===== src/hdl/lfma_pkg.sv =====
// ----------------------------------------------------------------------------
// lfma_pkg - shared types and constants for the lowest free machine allocator
// Field widths, default sizes and the control word passed along the cell row.
// ----------------------------------------------------------------------------
package lfma_pkg;

	localparam int MAX_MACHINES_DEF = 256;
	localparam int TIME_BITS_DEF    = 21;

	localparam int FIELD_TIME_W  = 21;
	localparam int FIELD_INDEX_W = 8;
	localparam int FIELD_COUNT_W = 16;
	localparam int FIELD_INUSE_W = 9;

	localparam logic [FIELD_COUNT_W-1:0] COUNT_MAX = '1;

	// control part of a job word travelling down the row
	typedef struct packed {
		logic valid;    // a job occupies this slot
		logic claimed;  // a machine has taken the job
		logic opened;   // the machine was opened by this job
	} job_ctl_t;

endpackage


===== src/hdl/lfma_cell.sv =====
// ----------------------------------------------------------------------------
// lfma_cell - one machine slot of the allocator row
// Holds one machine's end time and use count; claims a passing job if free.
// ----------------------------------------------------------------------------
module lfma_cell #(
	parameter int TIME_BITS = lfma_pkg::TIME_BITS_DEF,
	parameter int IDX_W     = 8,
	parameter int CELL_IDX  = 0
) (
	input  logic                             clk,
	input  logic                             arst_n,
	input  lfma_pkg::job_ctl_t               ctl_in,
	input  logic [TIME_BITS-1:0]             start_in,
	input  logic [TIME_BITS-1:0]             end_in,
	input  logic [IDX_W-1:0]                 idx_in,
	input  logic [lfma_pkg::FIELD_COUNT_W-1:0] cnt_in,
	output lfma_pkg::job_ctl_t               ctl_out,
	output logic [TIME_BITS-1:0]             start_out,
	output logic [TIME_BITS-1:0]             end_out,
	output logic [IDX_W-1:0]                 idx_out,
	output logic [lfma_pkg::FIELD_COUNT_W-1:0] cnt_out
);

	logic                              open_q;
	logic [TIME_BITS-1:0]              end_time_q;
	logic [lfma_pkg::FIELD_COUNT_W-1:0] use_cnt_q;
	lfma_pkg::job_ctl_t                ctl_q;
	logic [TIME_BITS-1:0]              start_q;
	logic [TIME_BITS-1:0]              end_q;
	logic [IDX_W-1:0]                  idx_q;
	logic [lfma_pkg::FIELD_COUNT_W-1:0] cnt_q;
	logic                              hit;
	logic [lfma_pkg::FIELD_COUNT_W-1:0] next_cnt;

	// free if never opened (first such cell in row) or finished by start time
	assign hit = ctl_in.valid && !ctl_in.claimed && (!open_q || (end_time_q <= start_in));

	always_comb begin
		if (!open_q) begin
			next_cnt = lfma_pkg::FIELD_COUNT_W'(1);
		end else if (use_cnt_q == lfma_pkg::COUNT_MAX) begin
			next_cnt = use_cnt_q;
		end else begin
			next_cnt = use_cnt_q + lfma_pkg::FIELD_COUNT_W'(1);
		end
	end

	always_ff @(posedge clk or negedge arst_n) begin
		if (!arst_n) begin
			open_q <= 1'b0;
			ctl_q  <= '0;
		end else begin
			if (hit) begin
				open_q <= 1'b1;
			end
			ctl_q.valid   <= ctl_in.valid;
			ctl_q.claimed <= ctl_in.claimed || hit;
			ctl_q.opened  <= hit ? !open_q : ctl_in.opened;
		end
	end

	always_ff @(posedge clk) begin
		if (hit) begin
			end_time_q <= end_in;
			use_cnt_q  <= next_cnt;
		end
		start_q <= start_in;
		end_q   <= end_in;
		idx_q   <= hit ? IDX_W'(CELL_IDX) : idx_in;
		cnt_q   <= hit ? next_cnt : cnt_in;
	end

	assign ctl_out   = ctl_q;
	assign start_out = start_q;
	assign end_out   = end_q;
	assign idx_out   = idx_q;
	assign cnt_out   = cnt_q;

endmodule


===== config.mk =====
export PLATFORM = sky130hd
export DESIGN_NAME = lfma_cell
export DESIGN_NICKNAME = d
export VERILOG_FILES = /design/src/hdl/lfma_pkg.sv /design/src/hdl/lfma_cell.sv
export SDC_FILE = /design/constraint.sdc
export NUM_CORES = 1
export LEC_CHECK = 0
export ABC_AREA = 1
export BUFFER_PORTS_ARGS = -buffer_cell sky130_fd_sc_hd__buf_2
export CORE_ASPECT_RATIO = 0.7
export CORE_MARGIN = 2
export CORE_UTILIZATION = 50
export CTS_BUF_LIST = sky130_fd_sc_hd__clkbuf_8 sky130_fd_sc_hd__clkbuf_16
export DETAILED_ROUTE_END_ITERATION = 10
export PLACE_DENSITY = 0.83
export SLEW_MARGIN = 15
export SYNTH_ARGS = -nofsm -noshare
export SYNTH_HDL_FRONTEND = slang
export SYNTH_SLANG_ARGS = --single-unit
export TNS_END_PERCENT = 5

===== constraint.sdc =====
create_clock -name clk -period 2.8 [get_ports clk]
set_clock_uncertainty 0.1 [all_clocks]
set_input_delay 0.14 -clock clk [delete_from_list [all_inputs] [get_ports clk]]
set_output_delay 0.14 -clock clk [all_outputs]
set_load 0.02 [all_outputs]

==> results.json <==
{
  "status": "completed",
  "syn_inst": 413,
  "antenna_left": 0,
  "rr_startpoint": "end_time_q[6]",
  "layout_min_cycle_time_ns": 2.62,
  "io_pins": 140,
  "insertion_delay_ns": 0.35,
  "via_per_inst": 5.19,
  "p_clk_frac": 0.360,
  "cp.arrival_ns": 2.56,
  "wl_um": 12100,
  "reg2reg_slack_ns": 0.26,
  "setup_viol": 0,
  "die-area_mm2": 0.00902,
  "root_buffer": "clkbuf_16",
  "numCtsBuffers": 9,
  "fin_crit_sh": 0.934,
  "rsz0062_at_grt": "false",
  "p_seq_frac": 0.499,
  "cp-end-kind": "flip-flop",
  "drt_pass1_iterations": 5,
  "io_buffers": 139,
  "slew_viol_final": 0,
  "synth_nets": 506,
  "fin_tns_setup_ns": 0,
  "grt_pass1_wl_um": 18500,
  "maxCapViolCount": 0,
  "drive_gt1_frac": 0.290,
  "dpl_worst_slack_ns": 0.265,
  "worstHoldPathType": "primary input to asynchronous set/reset pin",
  "worst_r2r_endpoint": "use_cnt_q[6]",
  "n_antenna_cell": 0,
  "cp.required_ns": 2.74,
  "layout_common_cells": "buf_2 (139), nand2_1 (103), dlygate4sd3_1 (70)",
  "worst_slack_ns": 0.185,
  "cts_tree": "done",
  "synthArstFlopShare": 0.0374,
  "grt_start_max_net_pins": 28,
  "vdd_drop_max_v": 0.000491,
  "fp-row-count": 27,
  "synth_seq_cells": 107,
  "area_growth_pct": 44.3,
  "wl_per_cell_um": 16.4,
  "critPathMaxFanout": 27,
  "drc": 0,
  "fillCellCount": 463,
  "cts.sinks": 107,
  "critPathLaunchType": "primary input",
  "gp_congestion": 0.907,
  "p_sw_frac": 0.269,
  "dr.first_iter.drc_count": 321,
  "relSlewSlack": 0.723,
  "pwr-share-comb": 0.142,
  "vias": 3833,
  "grt_use_total": 0.267,
  "r2r_cells": 11,
  "fmaxAchievable_mhz": 382,
  "synth_warnings": 0,
  "synth.yosys.seq_area_share": 0.613,
  "leakagePower_nw": 2.99,
  "die_h_um": 80.1,
  "coreArea_mm2": 0.00794,
  "synthFlopType": "dfxtp_1",
  "intPower_mw": 2.53,
  "ctsHtreeMaxLevel": 3,
  "final_common_cell": "buf_2",
  "grt_pass1_vias": 3810,
  "p_sw_mw": 0.933,
  "clock_path_buffers": 2,
  "globalRoute.totalOverflow": 0,
  "dieWidth_um": 113,
  "cellPowerDensity_mw_per_mm2": 581,
  "nNetsFinal": 726,
  "ys_types": 32,
  "start_util": 0.521,
  "critPathKind": "primary input to flip-flop",
  "tightest_slew_ns": 0.416,
  "clk_pin_slew_ns": 0.07,
  "dpl.hpwl_um": 6670,
  "syn-cell-area_mm2": 0.00413,
  "finalHoldViolations": 0,
  "synth_edf_count": 37,
  "antenna_found_initial": 0,
  "syn_area_per_cell_um2": 10.0
}
-- per-layer routing --
metal,part of all wire,global-route usage,vias to the layer above
met5,0,0,-
met4,0.040,0.124,0
met3,0.076,0.0657,54
met2,0.51,0.490,232
met1,0.38,0.293,1798
li1,-,-,1749
-- state kept, by name, indices dropped and copies added, names as in the netlist --
name and count:
use_cnt_q 16, open_q 1, ctl_out 3, end_time_q 21
idx_out 8, start_out 21, cnt_out 16, end_out 21
-- worst max-delay path: stages --
cell and delay, ns:
dlygate4sd3_1 0.54, buf_2 0.11, inv_1 0.04, ha_1 0.29, nand2_1 0.10, nor2_2 0.14, nand2_1 0.09, inv_1 0.09
nand2_1 0.06, nor2_1 0.16, nor2_1 0.12, nand2_4 0.12, nand2_4 0.17, inv_2 0.14, buf_8 0.23
-- synthesized netlist by cell type, types with 2 or more instances --
| library cell | instances | area (um2) |
|---|---|---|
| nand2_1 | 103 | 387 |
| dfxtp_1 | 66 | 1320 |
| inv_1 | 54 | 203 |
| edfxtp_1 | 37 | 1110 |
| nor2_1 | 36 | 135 |
| nand3_1 | 33 | 165 |
| ha_1 | 22 | 275 |
| a21oi_1 | 9 | 45.0 |
| inv_2 | 7 | 26.3 |
| nand4_1 | 5 | 31.3 |
| nor2_2 | 5 | 31.3 |
| dfrtp_1 | 4 | 100 |
| nand2_4 | 3 | 33.8 |
| o21ai_0 | 3 | 15.0 |
| a31oi_4 | 2 | 42.5 |
| buf_2 | 2 | 10.0 |
| buf_6 | 2 | 22.5 |
| clkinv_1 | 2 | 7.51 |
| nand3_4 | 2 | 35.0 |
| nand3b_1 | 2 | 15.0 |
| nor3_1 | 2 | 10.0 |
| xnor2_1 | 2 | 17.5 |
-- through the flow --
| stage | area, um2 | instances | power, mW | hold WS (ns) | util |
|---|---|---|---|---|---|
| floorplan | 4130 | 413 | 1.98 | -0.256 | - |
| global placement | 4940 | 651 | 2.13 | -0.155 | 0.622 |
| detailed placement | 4940 | 651 | 2.14 | -0.152 | 0.622 |
| CTS | 5940 | 737 | 3.43 | 0.0210 | 0.748 |
| global route | 5960 | 739 | 3.58 | 0.0219 | 0.751 |
| finish | 5960 | 739 | 3.47 | 0.0269 | 0.751 |
-- cell families after synthesis --
group | share of synthesized area
AOI/OAI and AO/OA | 0.0279
buffers and inverters | 0.0669
adders and majority gates | 0.0666
and+or+nand+nor | 0.219
DFF | 0.613
xor gates and xnor gates | 0.00636
-- area by class of cell --
class / instances / area [um2] / area share
Clock buffer: 9 / 225 / 0.0378
Clock inverter: 7 / 75.1 / 0.0126
Inverter: 63 / 236 / 0.0396
Multi-Input combinational cell: 238 / 1320 / 0.222
Sequential cell: 107 / 2530 / 0.425
Tap cell: 101 / 126 / 0.0212
Timing Repair Buffer: 214 / 1450 / 0.242
-- power groups by stage --
stage | logic (mW) | registers (mW) | clock network, mW
3_3_place_gp | 0.369 | 1.76 | 0
5_1_grt | 0.527 | 1.74 | 1.31
2_1_floorplan | 0.138 | 1.84 | 0
4_1_cts | 0.459 | 1.73 | 1.24
6_report | 0.491 | 1.73 | 1.25
3_5_place_dp | 0.380 | 1.76 | 0
-- worst max path at each step --
stage	from	endpoint	slack (ns)
after floorplan	end_time_q[20]	end_time_q[0]	0.51
after global placement	end_time_q[20]	end_time_q[14]	0.39
after detailed placement	end_time_q[16]	use_cnt_q[12]	0.27
after CTS	start_in[16]	use_cnt_q[11]	0.14
after global routing	start_in[10]	use_cnt_q[12]	0.06
final	start_in[20]	use_cnt_q[6]	0.18
-- timing repair --
item | in CTS | in global routing
hold buffers | 70 | 0
setup endpoints to repair | 0 | 40
hold endpoints to repair | 95 | 0
resized for setup | 0 | 3
buffers inserted | 0 | 2
Power figures use the tool's default switching activity.
