--- src/hdl/lfma_pkg.sv ---
// ----------------------------------------------------------------------------
// lfma_pkg - shared types and constants for the lowest free machine allocator
// Field widths, default sizes and the control word passed along the cell row.
// ----------------------------------------------------------------------------
package lfma_pkg;

	localparam int MAX_MACHINES_DEF = 256;
	localparam int TIME_BITS_DEF    = 21;

	localparam int FIELD_TIME_W  = 21;
	localparam int FIELD_INDEX_W = 8;
	localparam int FIELD_COUNT_W = 16;
	localparam int FIELD_INUSE_W = 9;

	localparam logic [FIELD_COUNT_W-1:0] COUNT_MAX = '1;

	// control part of a job word travelling down the row
	typedef struct packed {
		logic valid;    // a job occupies this slot
		logic claimed;  // a machine has taken the job
		logic opened;   // the machine was opened by this job
	} job_ctl_t;

endpackage

--- src/hdl/lfma_out.sv ---
// ----------------------------------------------------------------------------
// lfma_out - result stage of the allocator
// Registers the result word and keeps the count of opened machines.
// ----------------------------------------------------------------------------
module lfma_out #(
	parameter int MAX_MACHINES = lfma_pkg::MAX_MACHINES_DEF,
	parameter int IDX_W        = 8
) (
	input  logic                               clk,
	input  logic                               arst_n,
	input  lfma_pkg::job_ctl_t                 ctl_in,
	input  logic [IDX_W-1:0]                   idx_in,
	input  logic [lfma_pkg::FIELD_COUNT_W-1:0] cnt_in,
	output logic                               done,
	output logic [lfma_pkg::FIELD_INDEX_W-1:0] machine_index,
	output logic [lfma_pkg::FIELD_COUNT_W-1:0] use_count,
	output logic                               new_machine,
	output logic [lfma_pkg::FIELD_INUSE_W-1:0] machines_in_use,
	output logic                               pool_full
);

	localparam int CNT_W = $clog2(MAX_MACHINES + 1);

	logic [CNT_W-1:0] open_cnt_q;
	logic [CNT_W-1:0] open_next;
	logic             done_q;

	assign open_next = open_cnt_q + CNT_W'(ctl_in.valid && ctl_in.opened);

	always_ff @(posedge clk or negedge arst_n) begin
		if (!arst_n) begin
			open_cnt_q <= '0;
			done_q     <= 1'b0;
		end else begin
			open_cnt_q <= open_next;
			done_q     <= ctl_in.valid;
		end
	end

	always_ff @(posedge clk) begin
		if (ctl_in.valid) begin
			machine_index   <= ctl_in.claimed ? lfma_pkg::FIELD_INDEX_W'(idx_in) : '0;
			use_count       <= ctl_in.claimed ? cnt_in : '0;
			new_machine     <= ctl_in.opened;
			pool_full       <= !ctl_in.claimed;
			machines_in_use <= lfma_pkg::FIELD_INUSE_W'(open_next);
		end
	end

	assign done = done_q;

endmodule

--- config.mk ---
export PLATFORM = sky130hd
export DESIGN_NAME = lfma_out
export DESIGN_NICKNAME = d
export VERILOG_FILES = /design/src/hdl/lfma_pkg.sv /design/src/hdl/lfma_out.sv
export SDC_FILE = /design/constraint.sdc
export NUM_CORES = 1
export LEC_CHECK = 0
export ABC_AREA = 1
export BUFFER_PORTS_ARGS = -buffer_cell sky130_fd_sc_hd__buf_4
export CAP_MARGIN = 20
export CORE_MARGIN = 8
export CORE_UTILIZATION = 45
export CTS_BUF_LIST = sky130_fd_sc_hd__clkbuf_8
export DETAILED_ROUTE_END_ITERATION = 16
export PLACE_DENSITY = 0.77
export SLEW_MARGIN = 20
export SYNTH_ARGS = -nofsm -noshare
export SYNTH_HDL_FRONTEND = slang
export SYNTH_SLANG_ARGS = --single-unit
--- constraint.sdc ---
create_clock -name clk -period 1.2 [get_ports clk]
set_clock_uncertainty 0.05 [all_clocks]
set_input_delay 0.24 -clock clk [delete_from_list [all_inputs] [get_ports clk]]
set_output_delay 0.24 -clock clk [all_outputs]
set_load 0.02 [all_outputs]
==> reports/results.txt, run 1 <==
CP Capture Type: flip-flop
reg2reg end: machines_in_use[8]
Reg2Reg Launch Point: open_cnt_q[0]
input/output buffers: 64
PD cells: 1620 mW/mm2
global-route wire length before repair: 5390 um
# IOs: 65
crit-path max FO: 3
Pleak: 1.21 nW
initial antenna violation count: 0
synth-to-layout area growth: 44.6%
Post-synth EDFFs: 35
Synth cell types: 11
minimum clock period: 1.34 ns
adder-cell share of the synthesized area: 1.48%
Detailed Place HPWL: 2420 um
final setup fails: 9
Primary FF master, synth: edfxtp_1
Post-synth top cells: 41 x nand2_1, 35 x edfxtp_1, 32 x inv_1
Setup WS pre-CTS: -0.212 ns
area of the mapped netlist: 0.00169 mm2
status: complete, but fails checks
H-tree Lvls: 2
Die Area: 0.00598 mm2
Total GRT Usage: 11.6%
GR Overflow Total: 0
asr flop ratio synth: 22.2%
CTS sink count: 45
flop2flop setup slack: -0.14 ns
post-synth net total: 169
count of inserted antenna diode cells: 0
most common cell in the netlist: nand2_1
fmax: 0.748 GHz
critical path's largest stage delay: 0.37 ns
CP cell instances: ha_4 -> ha_4 -> nand2_2 -> nor2_2 -> nand2_1 -> nand2_1 -> nand2_1
Critical Path RT: 1.20 ns
Clock Tree Buf Depth: 2
largest net degree at the start of global routing: 37
Worst VDD drop: 1.12 mV
vias in the first global route: 1157
Crit Path Category: flip-flop to flip-flop
reg2reg path depth: 7
Max Cap Violations: 0
top-area cell type share of the netlist area: 62.0%
Slew @ Worst Pin: 0.445 ns
CP max stage cell: dfrtp_1
Setup WS post-layout: -0.136 ns
failing checks: negative setup slack
synthesized area per cell: 12.3 um2
multiplexer share of the synthesized area: 0%
DR WL/cell: 13.0 um
Hold Fails Final Rpt: 0
max_slew headroom: 70.3%
grt met1 use: 10.9%
CTS tree: built
# DRC: 0
post-route cell area: 0.00245 mm2
grt met3 use: 9.79%
met2 Usage GRT: 17.9%
RSZ-0062 raised after global routing: yes
hold_sp: ctl_in[0]
cell taking the most area after synthesis: edfxtp_1
end of the worst hold path: new_machine
root buf cell: clkbuf_8
Synth Area in Compound Gates: 0.591%
most numerous cell on the critical path: nand2_1
die width: 77.4 um
Detailed Route WL: 3430 um
Initial Utilization: 46.6%
clk slew on worst S/H paths: 0.08 ns
via/cell ratio: 4.36
TritonCTS Buffers: 5
Core Area: 0.00363 mm2
Most Crowded Layer GR: met2
drt pass-1 iters: 4
layout cell share with drive strength beyond 1: 43.3%
Final ANT Viol Nets: 0
Mapped Cells: 138
Final period util: 111%
largest cells by area after synthesis: edfxtp_1 62%, dfrtp_1 15%, nand2_1 9.1%, inv_1 7.1%, ha_1 1.5%
Cell Rows: 22
Die Ht: 77.4 um
total power: 3.96 mW
Max Slew Vio Count: 0
synth warn: 0
Synth Register Bits: 45
largest family of logic cells by synthesized area: simple AND/OR/NAND/NOR gates
placed cell area: 0.00227 mm2
Hold Crit Class: primary input to flip-flop
Setup crit start kind: flip-flop
Hold Path Stages: 1
sequential area share after synthesis: 76.8%
RePlAce Congestion: 0.793
fin nets: 245
Final Core Density: 67.4%
number of DRC markers in iteration 0: 72
via count: 1146
synthesized-area fraction occupied by and/or/nand/nor cells: 11.6%
Worst-Skew Late Latency: 0.29 ns
CP arrival: 1.34 ns
XOR/XNOR Fraction of Synth Area: 1.55%
power by group:
group,internal [mW],switching (mW),total [mW]
registers,1.98,0.179,2.16
logic,0.451,0.497,0.948
clock network,0.394,0.465,0.860
registers in the layout, indices dropped and copies added, names as in the netlist:
signal and flops:
new_machine 1, use_count 16, open_cnt_q 9, done 1, machine_index 8, machines_in_use 9
pool_full 1
routing by layer:
metal | vias up | share of wire (%) | wire [um]
li1 | 577 | - | -
met1 | 516 | 35 | 1220
met2 | 47 | 48 | 1660
met3 | 6 | 14 | 496
met4 | 0 | 1.7 | 58
met5 | - | 0 | 0
cell families after synthesis:
group           after synthesis
xor+xnor                      3
flops                        45
compound gates                2
simple gates                 51
fa+ha+maj                     2
buf+inv                      35
final cells by class:
type | count | area, um2
repair buffers | 72 | 543
fillers | 294 | 1180
multi-input cells | 58 | 342
clock inverters | 3 | 13.8
inverters | 32 | 120
well taps | 48 | 60.1
clock buffers | 5 | 68.8
flip-flops and latches | 45 | 1300
repair_timing:
action / in CTS / in global routing
pin swaps: 0 / 7
gates resized for setup: 2 / 10
hold buffers: 1 / 0
hold endpoints to repair: 10 / 0
setup buffers: 0 / 5
endpoints found under the setup margin: 6 / 9
per-stage QoR:
stage               hold slack (ns)  std cells  TNS, ns
global placement             0.0286        249   -0.811
detailed placement           0.0256        249    -1.03
global route                 0.0704        263    -1.23
finish                       0.0896        263   -0.606
floorplan                    -0.106        138  -0.0900
CTS                          0.0797        258   -0.352
layout by cell type, fill, tap and decap left out, drive strengths merged:
| cell | synthesis | layout |
|---|---|---|
| dlygate4sd3 | 0 | 1 |
| edfxtp | 35 | 35 |
| clkinv | 0 | 2 |
| inv | 32 | 33 |
| xnor2 | 1 | 1 |
| nor2 | 6 | 6 |
| clkbuf | 0 | 5 |
| dfrtp | 10 | 10 |
| nand3 | 4 | 4 |
| xor2 | 2 | 2 |
| ha | 2 | 2 |
| nand2 | 41 | 41 |
| o21ai | 2 | 2 |
| buf | 3 | 71 |
worst max-delay path, delay by kind of cell, from the launching register on:
kind	cells	cell delay, ns
AND/OR/NAND/NOR	5	0.37
flip-flops	1	0.37
adder cells (fa/ha/maj)	2	0.31
worst max-delay path by stage:
stage                        startpoint                 end
after detailed placement      ctl_in[2]  machines_in_use[8]
after floorplan           open_cnt_q[0]  machines_in_use[8]
after global placement        ctl_in[2]  machines_in_use[8]
final                     open_cnt_q[0]  machines_in_use[8]
after global routing      open_cnt_q[0]  machines_in_use[8]
after CTS                 open_cnt_q[0]  machines_in_use[6]
(Power assumes the default switching activity.)
==> run 2, diff against run 1 <==
--- a/config.mk
+++ b/config.mk
@@ -9,11 +9,10 @@
 export BUFFER_PORTS_ARGS = -buffer_cell sky130_fd_sc_hd__buf_4
 export CAP_MARGIN = 20
 export CORE_MARGIN = 8
-export CORE_UTILIZATION = 45
+export CORE_UTILIZATION = 50
 export CTS_BUF_LIST = sky130_fd_sc_hd__clkbuf_8
 export DETAILED_ROUTE_END_ITERATION = 16
-export PLACE_DENSITY = 0.77
-export SLEW_MARGIN = 20
+export PLACE_DENSITY = 0.81
 export SYNTH_ARGS = -nofsm -noshare
 export SYNTH_HDL_FRONTEND = slang
 export SYNTH_SLANG_ARGS = --single-unit
==> constraint.sdc (replaced) <==
create_clock -name clk -period 1.3 [get_ports clk]
set_clock_uncertainty 0.05 [all_clocks]
set_input_delay 0.26 -clock clk [delete_from_list [all_inputs] [get_ports clk]]
set_output_delay 0.26 -clock clk [all_outputs]
set_load 0.02 [all_outputs]
==> run 2 against run 1 <==
Compared with the run above: the flow still finishes with violations (negative setup slack); combinational power shrank 19%; global-route usage up 1.7 points; core utilization increased by 5.4 points; power shrank 10%; wire length is 3.5% higher; sequential share of layout area grew 1.2 points; critical path depth fell by 3; clock power is 6.4% lower; cell count is 2.3% lower; largest power group unchanged.
==> reports/results.txt, run 2 (synthesized netlist as in run 1, its figures left out) <==
number of DRC markers in iteration 0: 82 (+14%)
CTS tree: built
# IOs: 65 (unchanged)
root buf cell: clkbuf_8
synth-to-layout area growth: 41.2%
max_slew headroom: 70.1% (-0.20 points)
Top reg by flops: use_count
TritonCTS Buffers: 5 (unchanged)
largest net degree at the start of global routing: 37 (unchanged)
Setup crit start kind: flip-flop
status: complete, but fails checks
Slew @ Worst Pin: 0.448 ns (+0.00296 ns)
dpl cells: 247 (-0.80%)
Initial Utilization: 51.6% (+5.0 points)
Setup WS post-layout: -0.0405 ns (+0.0959 ns)
placed cell area: 0.00226 mm2 (-0.22%)
via/cell ratio: 4.46 (+2.3%)
minimum clock period: 1.34 ns (+0.00411 ns)
most frequent cells in the layout: 67 x buf_4, 38 x nand2_1, 35 x edfxtp_1
clk slew on worst S/H paths: 0.08 ns (about the same)
Cell Rows: 21 (-4.5%)
Finished Layout Cells: 257 (-2.3%)
most common cell after layout, fill and taps aside: buf_4
CP max stage cell: dfrtp_1
Detailed Route WL: 3550 um (+3.5%)
CTS sink count: 45 (unchanged)
vias in the first global route: 1190 (+2.9%)
Core Area: 0.00328 mm2 (-9.6%)
grt met3 use: 6.87% (-2.9 points)
Die Area: 0.00551 mm2 (-8.0%)
Hold Crit Class: primary input to flip-flop
die width: 74.2 um (-4.1%)
PD cells: 1480 mW/mm2 (-8.2%)
global-route wire length before repair: 5450 um (+1.2%)
via count: 1146 (unchanged)
Max Slew Vio Count: 0 (unchanged)
failing checks: negative setup slack
DR WL/cell: 13.8 um (+5.9%)
layout cell share with drive strength beyond 1: 39.8% (-3.4 points)
CP arrival: 1.32 ns (-0.02 ns)
Clock Tree Buf Depth: 2 (unchanged)
Detailed Place HPWL: 2640 um (+9.1%)
Final period util: 103% (-8.3 points)
RePlAce Congestion: 0.777 (-2.0%)
Pleak: 1.18 nW (-2.4%)
critical path's largest stage delay: 0.40 ns (+0.03 ns)
CP cell instances: ha_4 -> ha_4 -> buf_4 -> xor2_2
grt met1 use: 12.8% (+1.9 points)
Total GRT Usage: 13.3% (+1.7 points)
Crit Path Category: flip-flop to flip-flop
Buf/Inv on CP: 1 (+1)
CP top delay family: flip-flops
initial antenna violation count: 0 (unchanged)
fin nets: 241 (-1.6%)
most numerous cell on the critical path: ha_4
# DRC: 0 (unchanged)
setup TNS after final layout: -0.0585 ns (+0.548 ns)
total power: 3.55 mW (-10%)
Die Ht: 74.2 um (-4.1%)
CP Capture Type: flip-flop
fillers: 230 (-22%)
crit-path max FO: 3 (unchanged)
count of inserted antenna diode cells: 0 (unchanged)
Worst VDD drop: 0.958 mV (-15%)
Hold Fails Final Rpt: 0 (unchanged)
post-route cell area: 0.00239 mm2 (-2.3%)
max reg flops: 16 (unchanged)
Max Cap Violations: 0 (unchanged)
fmax: 0.746 GHz (-0.31%)
H-tree Lvls: 2 (unchanged)
input/output buffers: 64 (unchanged)
final setup fails: 3 (-6)
drt pass-1 iters: 4 (unchanged)
Final ANT Viol Nets: 0 (unchanged)
met2 Usage GRT: 23.0% (+5.2 points)
RSZ-0062 raised after global routing: yes
GR Overflow Total: 0 (unchanged)
Worst-Skew Late Latency: 0.29 ns (about the same)
Critical Path RT: 1.28 ns (+0.08 ns)
Most Crowded Layer GR: met2
biggest regs: use_count: 16 flops, machines_in_use: 9 flops, open_cnt_q: 9 flops
[run 2: cell types whose count changed in the layout (fill, tap and decap cells not counted), sizes merged]
cell	delta
buf	-4
clkinv	-2
clkinvlp	+1
inv	+1
[run 2: worst paths after layout]
check	start	end	slack [ns]	cells after the start
worst max register to register	open_cnt_q[0]	machines_in_use[2]	-0.04	4
worst max-delay path	open_cnt_q[0]	machines_in_use[2]	-0.04	4
worst min register to register	open_cnt_q[4]	open_cnt_q[4]	0.48	1
max in group asynchronous	arst_n	open_cnt_q[2]	0.78	2
min in group asynchronous	arst_n	open_cnt_q[8]	0.28	2
worst min-delay path	ctl_in[0]	new_machine	0.10	1
[run 2: metrics by stage]
| stage | hold slack, ns | setup slack [ns] | utilization (%) |
|---|---|---|---|
| after global placement | 0.0425 | -0.106 | 68.9 |
| after floorplan | -0.0856 | 0.0293 | - |
| after detailed placement | 0.0509 | -0.136 | 68.9 |
| final | 0.102 | -0.0405 | 72.8 |
| after CTS | 0.0962 | -0.0522 | 71.8 |
| after global routing | 0.0911 | -0.107 | 72.8 |
[run 2: repair_timing]
action	CTS	global route
buffers inserted	0	1
endpoints found under the hold margin	10	0
gates cloned	0	0
hold buffers	1	0
pin swaps	2	3
endpoints found under the setup margin	4	5
resized for setup	1	7
[run 2: power by group]
| group | switching [mW] | internal [mW] | leakage (nW) |
|---|---|---|---|
| clock | 0.440 | 0.365 | 0.0467 |
| sequential | 0.158 | 1.82 | 0.466 |
| combinational | 0.420 | 0.347 | 0.667 |
| total | 1.02 | 2.53 | 1.18 |
[run 2: cell type report]
type                    instances  area [um2]  area share, %
inverters                      32         120           5.02
clock buffers                   5        68.8           2.88
flip-flops and latches         45        1300           54.4
well taps                      46        57.6           2.41
multi-input cells              58         317           13.2
clock inverters                 3        15.0          0.628
repair buffers                 68         513           21.4
[run 2: metal layers]
metal	routed length [um]	vias up
met4	55	0
met2	1860	48
li1	-	567
met5	0	-
met3	356	8
met1	1280	523
==> run 3, diff against run 2 <==
--- a/config.mk
+++ b/config.mk
@@ -9,10 +9,10 @@
 export BUFFER_PORTS_ARGS = -buffer_cell sky130_fd_sc_hd__buf_4
 export CAP_MARGIN = 20
 export CORE_MARGIN = 8
-export CORE_UTILIZATION = 50
+export CORE_UTILIZATION = 54
 export CTS_BUF_LIST = sky130_fd_sc_hd__clkbuf_8
 export DETAILED_ROUTE_END_ITERATION = 16
-export PLACE_DENSITY = 0.81
+export PLACE_DENSITY = 0.87
 export SYNTH_ARGS = -nofsm -noshare
 export SYNTH_HDL_FRONTEND = slang
 export SYNTH_SLANG_ARGS = --single-unit
==> constraint.sdc (replaced) <==
create_clock -name clk -period 1.7 [get_ports clk]
set_clock_uncertainty 0.05 [all_clocks]
set_input_delay 0.34 -clock clk [delete_from_list [all_inputs] [get_ports clk]]
set_output_delay 0.34 -clock clk [all_outputs]
set_load 0.02 [all_outputs]
==> run 3 against run 2 <==
Compared with the run above: the run now ends clean; wire length down 0.62%; sequential power down 25%; worst hold slack better by 0.079 ns; cell count down 1.6%; fmax down 7.6%; first-iteration DRC count up 54%; core utilization up 3.6 points; non-clock buffer count down 2; clock power down 25%; sequential share of layout area up 1.9 points; critical path depth up 2; register-to-register slack better by 0.29 ns.
==> reports/results.txt, run 3 (synthesized netlist as in run 1, its figures left out) <==
sw frac: 27.8% (-0.85 points)
setup TNS after final layout: 0 ns (+0.0585 ns)
Crit Path Category: flip-flop to flip-flop
via/cell ratio: 4.55 (+1.9%)
vias in the first global route: 1193 (+0.25%)
Critical Path RT: 1.69 ns (+0.41 ns)
Final ANT Viol Nets: 0 (unchanged)
Die Area: 0.00519 mm2 (-5.8%)
DR WL/cell: 14.0 um (+0.95%)
Pleak: 1.17 nW (-1.2%)
Gates resized, CTS repair: 0 (-1)
root buf cell: clkbuf_8
CP Capture Type: flip-flop
Psw: 0.731 mW (-28%)
Comb power frac: 20.3% (-1.3 points)
critical path launch point: open_cnt_q[0]
die width: 72.0 um (-3.0%)
Initial Utilization: 56.0% (+4.4 points)
minimum clock period: 1.45 ns (+0.111 ns)
Core Area: 0.00303 mm2 (-7.8%)
number of DRC markers in iteration 0: 126 (+54%)
Max Cap Violations: 0 (unchanged)
max reg flops: 16 (unchanged)
final setup fails: 0 (-3)
sequential power share: 56.6% (+0.9 points)
via count: 1150 (+0.35%)
CP arrival: 1.44 ns (+0.12 ns)
Hold Fails Final Rpt: 0 (unchanged)
RePlAce Congestion: 0.770 (-0.85%)
Worst VDD drop: 0.625 mV (-35%)
layout cell share with drive strength beyond 1: 34.0% (-5.8 points)
biggest regs: use_count: 16 flops, machines_in_use: 9 flops, open_cnt_q: 9 flops
TritonCTS Buffers: 5 (unchanged)
status: complete, no violations
Post-CTS Setup Repair Bufs: 0 (unchanged)
fmax: 0.689 GHz (-7.6%)
initial antenna violation count: 0 (unchanged)
# IOs: 65 (unchanged)
Pint: 1.90 mW (-25%)
Final period util: 85.4% (-18 points)
Worst-Skew Late Latency: 0.29 ns (about the same)
Top reg by flops: use_count
Detailed Route WL: 3530 um (-0.62%)
hold_sp: ctl_in[0]
most common cell after layout, fill and taps aside: buf_4
input/output buffers: 64 (unchanged)
Clock Tree Buf Depth: 2 (unchanged)
drt pass-1 iters: 4 (unchanged)
Setup crit start kind: flip-flop
PD cells: 1140 mW/mm2 (-24%)
CTS tree: built
global-route wire length before repair: 5530 um (+1.4%)
Hold Buf Count CTS: 1 (unchanged)
Finished Layout Cells: 253 (-1.6%)
synth-to-layout area growth: 36.6%
largest net degree at the start of global routing: 37 (unchanged)
dpl cells: 244 (-1.2%)
Max Slew Vio Count: 0 (unchanged)
count of inserted antenna diode cells: 0 (unchanged)
Detailed Place HPWL: 2600 um (-1.7%)
GR Overflow Total: 0 (unchanged)
max_slew headroom: 70.4% (+0.31 points)
most frequent cells in the layout: 65 x buf_4, 41 x nand2_1, 35 x edfxtp_1
CTS sink count: 45 (unchanged)
Cell Rows: 20 (-4.8%)
Die Ht: 72.0 um (-3.0%)
Hold Crit Class: primary input to flip-flop
Reg2Reg Launch Point: open_cnt_q[0]
crit-path max FO: 3 (unchanged)
clk slew on worst S/H paths: 0.07 ns (about the same)
clock power share: 23.1% (+0.4 points)
H-tree Lvls: 2 (unchanged)
Total GRT Usage: 14.4% (+1.1 points)
RSZ-0062 raised after global routing: no
Slew @ Worst Pin: 0.443 ns (-0.00459 ns)
fin nets: 239 (-0.83%)
# DRC: 0 (unchanged)
[run 3: worst paths after layout]
kind,end,slack [ns],cells after the start
setup / recovery,machines_in_use[6],0.25,6
min in group asynchronous,open_cnt_q[1],0.36,2
max in group asynchronous,open_cnt_q[0],1.09,2
hold / removal,new_machine,0.18,1
setup reg to reg,machines_in_use[6],0.25,6
hold reg to reg,open_cnt_q[0],0.46,1
[run 3: layout make-up]
cell class,instances,area (um2)
Sequential cell,45,1300
Fill cell,198,714
Timing Repair Buffer,66,498
Multi-Input combinational cell,58,258
Inverter,32,120
Clock buffer,5,68.8
Tap cell,44,55.1
Clock inverter,3,12.5
[run 3: critical path, cell delays in order, from the launching register on]
cell and delay [ns]:
dfrtp_1 0.37, ha_1 0.22, ha_1 0.22, nand3_1 0.15, nor2_1 0.07, nand2_1 0.06, nand2_1 0.06
[run 3: per-layer routing]
| metal | vias up | part of all wire, % | global-route usage, % |
|---|---|---|---|
| met2 | 59 | 51 | 23.3 |
| met4 | 0 | 1.5 | 6.12 |
| li1 | 566 | - | - |
| met3 | 4 | 11 | 9.92 |
| met5 | - | 0 | 0 |
| met1 | 521 | 36 | 13.9 |
[run 3: per-stage QoR]
step / utilization [%] / total power, mW / cell area, um2 / hold slack (ns) / setup slack [ns]
final: 76.4 / 2.63 / 2310 / 0.181 / 0.249
after global routing: 76.4 / 2.76 / 2310 / 0.161 / 0.158
after floorplan: - / 1.76 / 1690 / -0.00559 / 0.295
after detailed placement: 73.4 / 2.04 / 2220 / 0.130 / 0.0733
after CTS: 76.4 / 2.65 / 2310 / 0.176 / 0.251
after global placement: 73.4 / 2.02 / 2220 / 0.122 / 0.129
[run 3: power by group through the flow]
stage	clock [mW]	combinational, mW	sequential (mW)
finish	0.607	0.534	1.49
floorplan	0	0.135	1.63
CTS	0.622	0.539	1.49
global route	0.669	0.582	1.51
detailed placement	0	0.532	1.51
global placement	0	0.519	1.50
